<file path="config.mk">
export PLATFORM = sky130hd
export DESIGN_NAME = irwd_decide
export DESIGN_NICKNAME = d
export VERILOG_FILES = /design/src/rtl/core/ir_wall_detect_averaged_assert.svh /design/src/rtl/core/irwd_pkg.sv /design/src/rtl/core/irwd_decide.sv
export SDC_FILE = /design/constraint.sdc
export NUM_CORES = 1
export LEC_CHECK = 0
export ABC_AREA = 1
export BUFFER_PORTS_ARGS = -buffer_cell sky130_fd_sc_hd__buf_4
export CAP_MARGIN = 20
export CORE_UTILIZATION = 46
export DETAILED_ROUTE_END_ITERATION = 6
export PLACE_DENSITY_LB_ADDON = 0.25
export SKIP_LAST_GASP = 1
export SLEW_MARGIN = 20
export SYNTH_ARGS = -nofsm -noshare
export SYNTH_HDL_FRONTEND = slang
export SYNTH_SLANG_ARGS = --single-unit
</file>
<file path="constraint.sdc">
create_clock -name clock -period 7.02 [get_ports clock]
set_clock_uncertainty 0.1 [all_clocks]
set_input_delay 1.053 -clock clock [delete_from_list [all_inputs] [get_ports clock]]
set_output_delay 1.053 -clock clock [all_outputs]
set_load 0.02 [all_outputs]
</file>
<file path="src/rtl/core/ir_wall_detect_averaged_assert.svh">
// assertion macros for the ir wall detector
// expects signals named clock and reset in the module that uses them
`ifndef IR_WALL_DETECT_AVERAGED_ASSERT_SVH
`define IR_WALL_DETECT_AVERAGED_ASSERT_SVH

// same-cycle implication, muted during reset
`define IRWD_ASSERT_NOW(label, ante, cons, msg) \
   label: assert property (@(posedge clock) disable iff (reset) (ante) |-> (cons)) \
      else $error(msg);

// next-cycle implication, muted during reset
`define IRWD_ASSERT_NEXT(label, ante, cons, msg) \
   label: assert property (@(posedge clock) disable iff (reset) (ante) |=> (cons)) \
      else $error(msg);

`endif

</file>
<file path="src/rtl/core/irwd_pkg.sv">
// shared constants, register codes and types of the ir wall detector
// no dependencies
package irwd_pkg;

   // channel layout and field widths
   localparam int NCH       = 4;
   localparam int IN_W      = 12;
   localparam int DIFF_W    = 12;
   localparam int GAIN_W    = 12;
   localparam int VAL_W     = 14;
   localparam int PROD_W    = DIFF_W + GAIN_W;
   localparam int VAL_MAX   = (1 << VAL_W) - 1;

   // moving average window
   localparam int AVG_DEPTH = 5;
   localparam int SLOT_W    = $clog2(AVG_DEPTH);
   localparam int SUM_W     = VAL_W + $clog2(AVG_DEPTH);

   // divide by 1000 through a reciprocal multiply, exact for any PROD_W-bit product
   localparam int SCALE_DIV     = 1000;
   localparam int SCALE_SHIFT   = PROD_W + $clog2(SCALE_DIV);
   localparam int SCALE_RECIP_W = PROD_W + 1;
   localparam int SCALE_MUL_W   = PROD_W + SCALE_RECIP_W;
   localparam int QUOT_W        = SCALE_MUL_W - SCALE_SHIFT;
   localparam logic [SCALE_RECIP_W-1:0] SCALE_RECIP = SCALE_RECIP_W'(
      ((64'd1 << SCALE_SHIFT) + 64'(SCALE_DIV) - 64'd1) / 64'(SCALE_DIV));

   // divide by the window depth, same scheme
   localparam int MEAN_SHIFT   = SUM_W + $clog2(AVG_DEPTH);
   localparam int MEAN_RECIP_W = SUM_W + 1;
   localparam int MEAN_MUL_W   = SUM_W + MEAN_RECIP_W;
   localparam logic [MEAN_RECIP_W-1:0] MEAN_RECIP = MEAN_RECIP_W'(
      ((64'd1 << MEAN_SHIFT) + 64'(AVG_DEPTH) - 64'd1) / 64'(AVG_DEPTH));

   // stream payload widths
   localparam int REQ_W    = 2 * NCH * IN_W;
   localparam int RSP_BITS = NCH * VAL_W + 3;
   localparam int RSP_W    = ((RSP_BITS + 7) / 8) * 8;

   // configuration port
   localparam int CSR_IDX_W  = 3;
   localparam int CSR_DATA_W = VAL_W;

   localparam logic [CSR_IDX_W-1:0] CSR_GAIN         = 3'd0;
   localparam logic [CSR_IDX_W-1:0] CSR_STATIC_FRONT = 3'd1;
   localparam logic [CSR_IDX_W-1:0] CSR_STATIC_SIDE  = 3'd2;
   localparam logic [CSR_IDX_W-1:0] CSR_CAL_OK       = 3'd3;
   localparam logic [CSR_IDX_W-1:0] CSR_CAL_FL       = 3'd4;
   localparam logic [CSR_IDX_W-1:0] CSR_CAL_FR       = 3'd5;
   localparam logic [CSR_IDX_W-1:0] CSR_CAL_SL       = 3'd6;
   localparam logic [CSR_IDX_W-1:0] CSR_CAL_SR       = 3'd7;

   localparam logic [GAIN_W-1:0] GAIN_RESET       = 12'd1000;
   localparam logic [VAL_W-1:0]  STATIC_THR_RESET = 14'd200;

   // channel order: front left, front right, side left, side right
   localparam int CH_FL = 0;
   localparam int CH_FR = 1;
   localparam int CH_SL = 2;
   localparam int CH_SR = 3;

   typedef logic [NCH-1:0][VAL_W-1:0] val_vec_type;
   typedef logic [NCH-1:0][SUM_W-1:0] sum_vec_type;

   typedef struct packed {
      logic [GAIN_W-1:0] gain;
      logic [VAL_W-1:0]  static_front;
      logic [VAL_W-1:0]  static_side;
      logic              cal_ok;
      val_vec_type       cal_thr;
   } cfg_type;

endpackage

</file>
<file path="src/rtl/core/irwd_decide.sv">
// window mean, threshold selection, wall flags and the result register
// depends on irwd_pkg
module irwd_decide (
   input  logic                       clock,
   input  logic                       reset,
   input  logic                       in_valid,
   output logic                       in_ready,
   input  irwd_pkg::sum_vec_type      in_sum,
   input  irwd_pkg::cfg_type          cfg,
   output logic                       out_valid,
   input  logic                       out_ready,
   output logic [irwd_pkg::RSP_W-1:0] out_data
);
   import irwd_pkg::*;

   val_vec_type      mean;
   logic [NCH-1:0]   hit;
   logic [RSP_W-1:0] data_ff, data_in;
   logic             v_ff, adv;

   assign adv       = !v_ff || out_ready;
   assign in_ready  = adv;
   assign out_valid = v_ff;
   assign out_data  = data_ff;

   for (genvar ch = 0; ch < NCH; ch++) begin : g_ch
      logic [MEAN_MUL_W-1:0] recip_prod;
      logic [VAL_W-1:0]      thr;

      // sum divided by the window depth
      assign recip_prod = MEAN_MUL_W'(in_sum[ch]) * MEAN_MUL_W'(MEAN_RECIP);
      assign mean[ch]   = recip_prod[MEAN_SHIFT +: VAL_W];

      // calibrated threshold when valid, else the static front or side one
      if (ch == CH_FL || ch == CH_FR) begin : g_front
         assign thr = cfg.cal_ok ? cfg.cal_thr[ch] : cfg.static_front;
      end else begin : g_side
         assign thr = cfg.cal_ok ? cfg.cal_thr[ch] : cfg.static_side;
      end

      assign hit[ch] = mean[ch] > thr;
   end

   // pack: means low, then ahead, left, right
   assign data_in = RSP_W'({hit[CH_SR], hit[CH_SL], hit[CH_FL] | hit[CH_FR], mean});

   always_ff @(posedge clock) begin
      if (reset) begin
         v_ff <= 1'b0;
      end else if (adv) begin
         v_ff <= in_valid;
      end
   end

   always_ff @(posedge clock) begin
      if (adv) data_ff <= data_in;
   end

endmodule

</file>
==> Word level (Yosys, flattened, before mapping) <==
Index checks and enable logic that the tools add are counted.
{ "word_totals": {"ff_bits": 60, "inputBits": 169, "output_inout_bits": 66, "word_cells": 17} }
{ "op_classes": {"multipliers": 4, "order_cmp": 4, "mux": 4, "n_bitwise": 1, "n_reduce_logical": 2} }
{ "ops": {"columns": ["op", "n"], "rows": [
  ["$mul A17 B16 Y32 const B", 4],
  ["$gt A14 B14 Y1", 4],
  ["$mux W14", 4],
  ["$logic_not A1 Y1", 1],
  ["$logic_or A1 B1 Y1", 1],
  ["$or A1 B1 Y1", 1]
]} }

==> Depth between registers and ports, before layout <==
Gate-level depths: netlist of run 1.
{ "depth": {"depth_word": 3, "mapped_depth": 32, "depth_no_buf": 32} }

==> Worst setup path after synthesis of run 1 <==
Ideal clock, no wire load.
{ "synth_path": {"kind": "input -> register", "start": "in in_sum[24] in the netlist's numbering", "end": "reg data_ff[56] (netlist: out_data[56]), data pin", "setup_time_ps": 252, "arrival_time_ps": 5743, "t_required_ps": 6668, "setup_slack_ps": 925, "cell_stages": 28, "n_path_buf": 0, "path_cell_list": "ha_1 inv_1 fa_1 inv_1 fa_1 fa_1 inv_1 fa_1 fa_1 inv_1 ha_1 nand2_1 inv_1 nand2_1 nand2_1 nand2_1 nand3_1 a21oi_1 nand2_1 nand2_1 nand2_1 ha_1 a21oi_1 o21ai_0 nor2_1 nand2_1 nand2_1 nand2_1"} }
{ "synth_between": {"elab_chain_len": 3} }
{ "synth_rtl": {"columns": ["item", "line", "source"], "rows": [
  ["start, declared", "irwd_decide.sv:8", "input irwd_pkg::sum_vec_type in_sum,"],
  ["$mul A17 B16 Y32", "irwd_decide.sv:31", "assign recip_prod = MEAN_MUL_W'(in_sum[ch]) * MEAN_MUL_W'(MEAN_RECIP);"],
  ["named net data_in[27]", "irwd_decide.sv:18", "logic [RSP_W-1:0] data_ff, data_in;"],
  ["$gt A14 B14 Y1", "irwd_decide.sv:41", "assign hit[ch] = mean[ch] > thr;"],
  ["$or A1 B1 Y1", "irwd_decide.sv:45", "assign data_in = RSP_W'({hit[CH_SR], hit[CH_SL], hit[CH_FL] | hit[CH_FR], mean});"],
  ["named net data_in[56]", "irwd_decide.sv:18", null],
  ["end signal, assigned", "irwd_decide.sv:56", "if (adv) data_ff <= data_in;"],
  ["end, declared", "irwd_decide.sv:18", null]
]} }
The timed path passes the listed nets, and every way through them passes these cells.
A chain may end at the register's enable or synchronous reset.

==> Final worst setup path of run 1 <==
{ "layout_path": {"start": "in in_sum[5] in the netlist's numbering", "end": "reg data_ff[56] (netlist: out_data[56]), data pin"} }
Same word-level chain as after synthesis.

==> results of run 1 <==
==> flip-flops by register name, summed over array words and instances, names as in the netlist <==
name,flops
out_data,59
out_valid,1
==> per-layer routing <==
metal / part of all wire (%) / up-vias / GRT usage (%)
met5: 0 / - / 0
met4: 2.5 / 0 / 7.02
met3: 4.5 / 81 / 2.46
met2: 46 / 412 / 41.5
met1: 47 / 9377 / 34.3
li1: - / 10400 / -
==> kinds of logic after synthesis <==
kind of cell / Yosys count
and+or+nand+nor: 955
DFF: 60
xor gates and xnor gates: 30
other: 1
buffers and inverters: 974
AOI/OAI and AO/OA: 293
adders and majority gates: 924
==> stage by stage <==
stage / util, % / area (sq um) / cells
2_1_floorplan: - / 25400 / 3241
5_1_grt: 51.9 / 28100 / 4158
6_report: 51.9 / 28100 / 4158
3_3_place_gp: 51.3 / 27800 / 4141
4_1_cts: 51.9 / 28100 / 4157
3_5_place_dp: 51.3 / 27800 / 4141
==> worst paths after layout <==
| check | start | end | slack (ps) | cells after the start |
|---|---|---|---|---|
| min reg2reg | out_valid | out_valid | 1060 | 2 |
| min | reset | out_valid | 730 | 2 |
| max reg2reg | out_valid | out_data[53] | 5460 | 1 |
| max | in_sum[5] | out_data[56] | 540 | 26 |
==> placed cells by master, fill, tap and decap left out, types with 2 or more instances in the layout <==
| master | count |
|---|---|
| buf_4 | 218 |
| nor2_1 | 194 |
| nand4_1 | 35 |
| nor3_1 | 18 |
| o211ai_1 | 2 |
| nand2_2 | 3 |
| nor2_2 | 3 |
| clkinvlp_4 | 2 |
| a31oi_1 | 2 |
| a21o_1 | 8 |
| nor4_2 | 2 |
| clkbuf_16 | 9 |
| nand3_1 | 91 |
| clkinv_2 | 2 |
| inv_1 | 959 |
| xor2_1 | 19 |
| ha_1 | 574 |
| o21ai_0 | 80 |
| conb_1 | 5 |
| xnor2_1 | 11 |
| nand3b_1 | 6 |
| o21bai_1 | 9 |
| fa_1 | 350 |
| a21oi_1 | 188 |
| edfxtp_1 | 59 |
| nand2_1 | 597 |
==> area by class of cell <==
| cell class | count | area share [%] |
|---|---|---|
| diodes | 1 | 0.00891 |
| flip-flops and latches | 60 | 6.38 |
| inverters | 960 | 12.8 |
| well taps | 696 | 3.10 |
| multi-input cells | 2207 | 70.8 |
| repair buffers | 218 | 5.83 |
| clock buffers | 9 | 0.802 |
| clock inverters | 7 | 0.241 |
==> summary.txt, run 1 <==
Status
  – Status: finished, final reports clean

Floorplan
  – Core footprint: approximately 54000 sq um
  – FP Rows: 85
  – Initial core utilization: between 40% and 50%
  – Die X: around 240 um
  – Die ar.: around 56000 sq um
  – Ports: 235
  – Die height: ~240 um

Worst setup path
  – CP Max Fanout: 6
  – CP max stage delay: about 540 ps
  – Most frequent CP cell: inv_1
  – Crit path DAT: ~6500 ps
  – CP bufs+invs: 7
  – Setup CP Type: primary input to flop
  – CP max stage cell: fa_1
  – Critical path capture point type: flop
  – Crit path max-delay family: adder cells
  – CP Launch Type: primary input
  – Critical Path RT: ~7000 ps

Synth
  – Mean Syn Cell Area: approximately 7.8 sq um
  – XOR/XNOR Fraction of Synth Area: between 1 and 1.5%
  – Post-synth top flop: edfxtp_1
  – Dominant cell by count in the synthesized netlist: inv_1
  – Main combinational cell family by area after synthesis: adder cells
  – Complex-gate fraction of the synthesized area: 6.03%
  – Library cells used by synthesis: 36
  – Synth cell count leaders: inv_1 (959), nand2_1 (598), ha_1 (574), fa_1 (350), nor2_1 (194)
  – Adder-Cell Fraction of Synth Area: a little under three fifths
  – Fraction of the mapped netlist area in simple logic gates: between 10% and 20%
  – Synth Register Bits: 60
  – Biggest area consumer among synthesized cells: ha_1
  – Top cells by area, synth: ha_1 (28%), fa_1 (28%), inv_1 (14%), nand2_1 (8.9%), edfxtp_1 (7.0%)
  – Synthesized area: ~25000 sq um
  – Multiplexer share of the synthesized area: 0%
  – Number of synthesized flops with an enable pin: between 50 and 60
  – Ys async rst share: 0%
  – Mapped Cells: between 3000 and 4000
  – Sequential share of the synthesized area: just over 7%
  – Share of the synthesized area in the top cell type: 28.3%
  – Yosys warns: 0

CTS
  – Clock Path Buffers: 2
  – TritonCTS Buffers: 9
  – CTS sink cnt: 60
  – Post-CTS Resized: 0
  – Hold buffers post-CTS: 0
  – CTS tree: done
  – Clk_lat worst skew: between 300 and 400 ps
  – Clk slew on worst S/H paths: about 70 ps
  – H-tree levels: 3
  – Setup bufs post-CTS: 0
  – CTS root buf: clkbuf_16

Finish
  – Fraction of layout cells with a size suffix above 1: roughly 7.1%
  – Post-layout net count: around 4500
  – Layout fillers: between 5000 and 6000
  – Register Area: 1790 sq um
  – P&R area growth vs syn: 10.9%
  – Area occupied by multi-input gates: roughly 20000 sq um

Global routing
  – Initial antenna violation count: 1
  – First-pass GRT wire length: about 110 mm
  – GRT Resource Usage Total: 24.9%
  – Number of global-route vias before repair: between 20000 and 25000
  – Grt ovf: 0
  – Largest net degree at the start of global routing: 62

STA
  – Minimum clock period: between 6000 and 7000 ps
  – Worst-margin pin slew: approximately 940 ps
  – Setup TNS: 0 ps
  – Max Slew Vio Count: 0
  – Fmax: about 150 MHz
  – RSZ-0062 raised after global routing: false
  – Final WS setup: between 500 and 600 ps
  – Final hold viol count: 0
  – Final setup violation count: 0
  – Fin crit share: approximately 92%
  – Final Hold Slack: 731 ps
  – Relative slew slack: between 30% and 40%

Detailed routing
  – Initial DRC count: about 1100
  – Final WL: around 67 mm
  – Residual DRC count: 0
  – Routed length per instance: about 16 um
  – Number of nets with antenna violations after routing: 0
  – Drt pass-1 iters: 5
  – DR vias: 20200
  – Vias per inst: around 4.9

Hold path
  – Type of the most critical hold path: primary input to flop

Place
  – Port bufs: about 220
  – Dpl ws: between 150 and 200 ps
  – DPL Wire Length: approximately 61 mm
  – GP Congestion: between 0.9 and 1

Run
  – Max Cap Viol: 0
Power of run 1 is left out: the tool's default activity adds up to more than one toggle a clock period on the data nets, which glitch-free logic cannot reach.
==> run 2, diff against run 1 <==
- CORE_UTILIZATION: 46 -> 63
- CTS_CLUSTER_DIAMETER: default -> 30
==> summary.txt, run 2 (synthesis gave the netlist of run 1 again) <==
Status
  – Status: finished, final reports clean

Place
  – GP Congestion: 0.992
  – DPL Wire Length: 63.4 mm
  – Port bufs: roughly 220

Hold path
  – Hold depth: 2
  – Type of the most critical hold path: primary input to flop

Detailed routing
  – Residual DRC count: 0
  – Final WL: ~70 mm
  – Routed length per instance: about 18 um
  – Initial DRC count: around 1400
  – Vias per inst: between 5 and 6
  – Drt pass-1 iters: 5
  – Number of nets with antenna violations after routing: 0
  – DR vias: 21500

Worst setup path
  – Critical Path RT: 7030 ps
  – Setup CP Type: primary input to flop
  – Critical path capture point type: flop
  – Crit path DAT: about 6500 ps
  – CP Launch Type: primary input
  – CP Max Fanout: 5
  – Reg2Reg Depth: 1

STA
  – Fin crit share: between 90% and 100%
  – Setup TNS: 0 ps
  – Relative slew slack: between 30 and 40%
  – Worst-margin pin slew: 961 ps
  – Fmax: 154 MHz
  – Minimum clock period: roughly 6500 ps
  – Final hold viol count: 0
  – Final setup violation count: 0
  – RSZ-0062 raised after global routing: false
  – Max Slew Vio Count: 0

CTS
  – TritonCTS Buffers: 9
  – Clock Path Buffers: 2
  – CTS tree: done
  – Clk slew on worst S/H paths: 60 ps
  – Setup bufs post-CTS: 0
  – H-tree levels: 3
  – CTS root buf: clkbuf_16
  – CTS sink cnt: 60
  – Clk_lat worst skew: between 300 and 400 ps
  – Hold buffers post-CTS: 0
  – Post-CTS Resized: 0

Floorplan
  – Initial core utilization: 63.8%
  – Core footprint: about 40000 sq um
  – Ports: 235
  – Die height: 203 um
  – FP Rows: 73
  – Die ar.: just over 40000 sq um
  – Die X: 203 um

Global routing
  – Largest net degree at the start of global routing: 80
  – GRT Resource Usage Total: 35.4%
  – Number of global-route vias before repair: between 20000 and 25000
  – Grt ovf: 0
  – First-pass GRT wire length: 113 mm
  – Initial antenna violation count: 3

Run
  – Max Cap Viol: 0

Finish
  – P&R area growth vs syn: 10.3%
  – Most frequent cells in the layout: inv_1 (959), nand2_1 (597), ha_1 (574)
  – Fraction of layout cells with a size suffix above 1: 7.38%
  – Post-layout net count: 4557
  – Layout fillers: roughly 3300
  – Max reg flops: 59
  – Commonest non-fill, non-tap cell in the layout: inv_1
==> run 2: changes by cell type in the layout (fill, tap and decap cells not counted), sizes merged <==
cell / delta
buf: +8
clkinv: +2
clkinvlp: -2
diode: +1
==> run 2: path summary, 6_finish.rpt <==
path,from,endpoint,slack (ps)
worst max register to register,out_valid,out_data[14],5470
worst min-delay path,reset,out_valid,750
worst min register to register,out_valid,out_valid,1110
worst max-delay path,in_sum[44],out_data[57],510
==> run 2: final cells by class <==
cell class              count  area [sq um]  share of cell area [%]
repair buffers            226          1700                    6.07
clock inverters             7          67.6                   0.242
flip-flops and latches     60          1790                    6.41
diodes                      2          5.00                  0.0179
clock buffers               9           225                   0.806
multi-input cells        2207         19900                    71.2
well taps                 525           657                    2.35
inverters                 960          3600                    12.9
==> run 2: metrics by stage <==
step,area [sq um],hold slack (ps),instances,util (%),setup WS (ps)
after floorplan,25400,1020,3241,-,925
after global placement,27600,1090,3978,69.6,258
after detailed placement,27600,1130,3978,69.6,222
after CTS,27900,751,3994,70.3,584
after global routing,27900,756,3996,70.3,189
final,27900,754,3996,70.3,514
==> run 2: critical path: stages <==
cell	delay, ps
buf_4	150
ha_1	420
fa_1	480
fa_1	500
inv_1	50
fa_1	480
inv_1	60
fa_1	480
inv_1	50
fa_1	470
inv_1	40
ha_1	380
nand2_1	130
nor2_1	270
inv_1	90
nor3_1	200
nand4_1	200
nand3_1	130
nand2_1	140
ha_1	300
nand2_1	50
nor2_1	120
nand4_1	100
nor2_1	110
a21oi_1	50
==> run 2: routing by layer <==
metal	GRT usage (%)	wire, um	vias to the layer above
li1	-	-	10400
met1	45.9	28800	10300
met2	59.7	33200	727
met3	5.91	5360	153
met4	13.0	2670	2
met5	0	12	-
Power of run 2 is left out for the same reason.
==> run 3, diff against run 2 <==
- RECOVER_POWER: default -> 100
==> summary.txt, run 3 (synthesis gave the netlist of run 1 again) <==
Floorplan
  – Die X: about 200 um
  – Ports: approximately 240
  – Core footprint: 39700 sq um
  – FP Rows: between 70 and 80
  – Initial core utilization: between 60% and 70%
  – Die height: a little over 200 um
  – Die ar.: between 40000 and 50000 sq um

STA
  – Setup TNS: 0 ps
  – Final setup violation count: 0
  – Relative slew slack: -97.9%
  – Minimum clock period: 6650 ps
  – Final WS setup: 369 ps
  – Max Slew Vio Count: just over 60
  – Final hold viol count: 0
  – RSZ-0062 raised after global routing: false
  – Worst-margin pin slew: slightly below 3000 ps
  – Fmax: 150 MHz
  – Fin crit share: about 95%

Worst setup path
  – R2r setup slk: about 4000 ps
  – Reg2reg end: out_data[43]
  – R2r startpoint: out_valid
  – CP Launch Type: primary input
  – Critical Path RT: 7030 ps
  – Critical path capture point type: flop
  – Crit path DAT: roughly 6700 ps
  – Reg2Reg Depth: 1
  – CP Max Fanout: 5
  – Setup CP Type: primary input to flop

CTS
  – Hold buffers post-CTS: 0
  – CTS root buf: clkbuf_16
  – Setup bufs post-CTS: 0
  – CTS tree: done
  – Post-CTS Resized: 0
  – CTS sink cnt: 60
  – Clock Path Buffers: 2
  – Clk slew on worst S/H paths: approximately 60 ps
  – TritonCTS Buffers: 9
  – H-tree levels: 3
  – Clk_lat worst skew: 350 ps

Hold path
  – WHS Endpoint: out_valid
  – Hold depth: 2
  – Hold Path Origin: reset
  – Type of the most critical hold path: primary input to flop

Detailed routing
  – Final WL: ~70 mm
  – Residual DRC count: 0
  – Number of nets with antenna violations after routing: 0
  – Vias per inst: about 5.4
  – Drt pass-1 iters: 5
  – Routed length per instance: 17.5 um
  – Initial DRC count: around 1400
  – DR vias: around 22000

Status
  – Status: finished, violations left
  – Failing checks: max-capacitance violations, max-slew violations

Finish
  – Post-layout net count: between 4000 and 5000
  – Most frequent cells in the layout: inv_1 (959), nand2_1 (601), ha_1 (574)
  – Fraction of layout cells with a size suffix above 1: 5.16%
  – Commonest non-fill, non-tap cell in the layout: inv_1
  – P&R area growth vs syn: 9.12%
  – Final Non-Filler Cells: 3996
  – Max reg flops: a little under 60

Place
  – GP Congestion: 0.992
  – Port bufs: 217
  – Dpl ws: 222 ps
  – DPL Wire Length: between 60 and 70 mm
  – Dpl cells: 3978

Run
  – Max Cap Viol: 1

Global routing
  – GRT Resource Usage Total: about 35%
  – Initial antenna violation count: 3
  – Largest net degree at the start of global routing: 80
  – First-pass GRT wire length: ~110 mm
  – Grt ovf: 0
  – Number of global-route vias before repair: ~22000
## run 3: cell types whose count changed in the layout (fill, tap and decap cells not counted), moves of 3 or more
cell / previous run / this run
nand2_1: 597 / 601
clkbuf_1: 0 / 67
nand2_2: 3 / 0
nor2_1: 194 / 198
nor2_2: 3 / 0
buf_4: 226 / 158
## run 3: worst max-delay path by stage
| stage | startpoint | endpoint | slack (ps) | cells past startpoint |
|---|---|---|---|---|
| final | in_sum[41] | out_data[57] | 370 | 25 |
| after global routing | in_sum[41] | out_data[57] | 90 | 25 |
| after CTS | in_sum[39] | out_data[57] | 580 | 25 |
| after detailed placement | in_sum[39] | out_data[57] | 220 | 25 |
| after global placement | in_sum[39] | out_data[57] | 260 | 25 |
| after floorplan | in_sum[24] | out_data[56] | 920 | 28 |
## run 3: cell type report
cell class                 instances  area (sq um)
inverter                         960          3600
clock inverter                     7          67.6
fill                            3351         12100
antenna                            2          5.00
sequential                        60          1790
clock buffer                       9           225
timing repair buffer             226          1450
tap                              525           657
multi-input combinational       2207         19900
## run 3: critical path: stages
cell and delay, ps:
clkbuf_1 190, ha_1 450, inv_1 80, fa_1 480
inv_1 60, fa_1 480, inv_1 50, fa_1 450
fa_1 480, inv_1 50, fa_1 450, ha_1 330
nand2_1 150, nor2_1 280, inv_1 90, o21ai_0 320
a21oi_1 160, nand3_1 100, nand2_1 160, ha_1 330
nand2_1 70, nor2_1 140, nand4_1 100, nor2_1 110
a21oi_1 50
## run 3: through the flow
step	area [sq um]	utilization [%]	hold slack (ps)
final	27600	69.6	759
after global routing	27600	69.6	756
after CTS	27900	70.3	751
after detailed placement	27600	69.6	1130
after global placement	27600	69.6	1090
after floorplan	25400	-	1020
## run 3: metal layers
layer / global-route usage, % / vias up / share of wire (%)
met5: 0 / - / 0.017
met4: 13.0 / 2 / 3.8
met3: 5.91 / 146 / 7.2
met2: 59.7 / 728 / 47
met1: 45.9 / 10300 / 42
li1: - / 10400 / -
Power of run 3 is left out for the same reason.
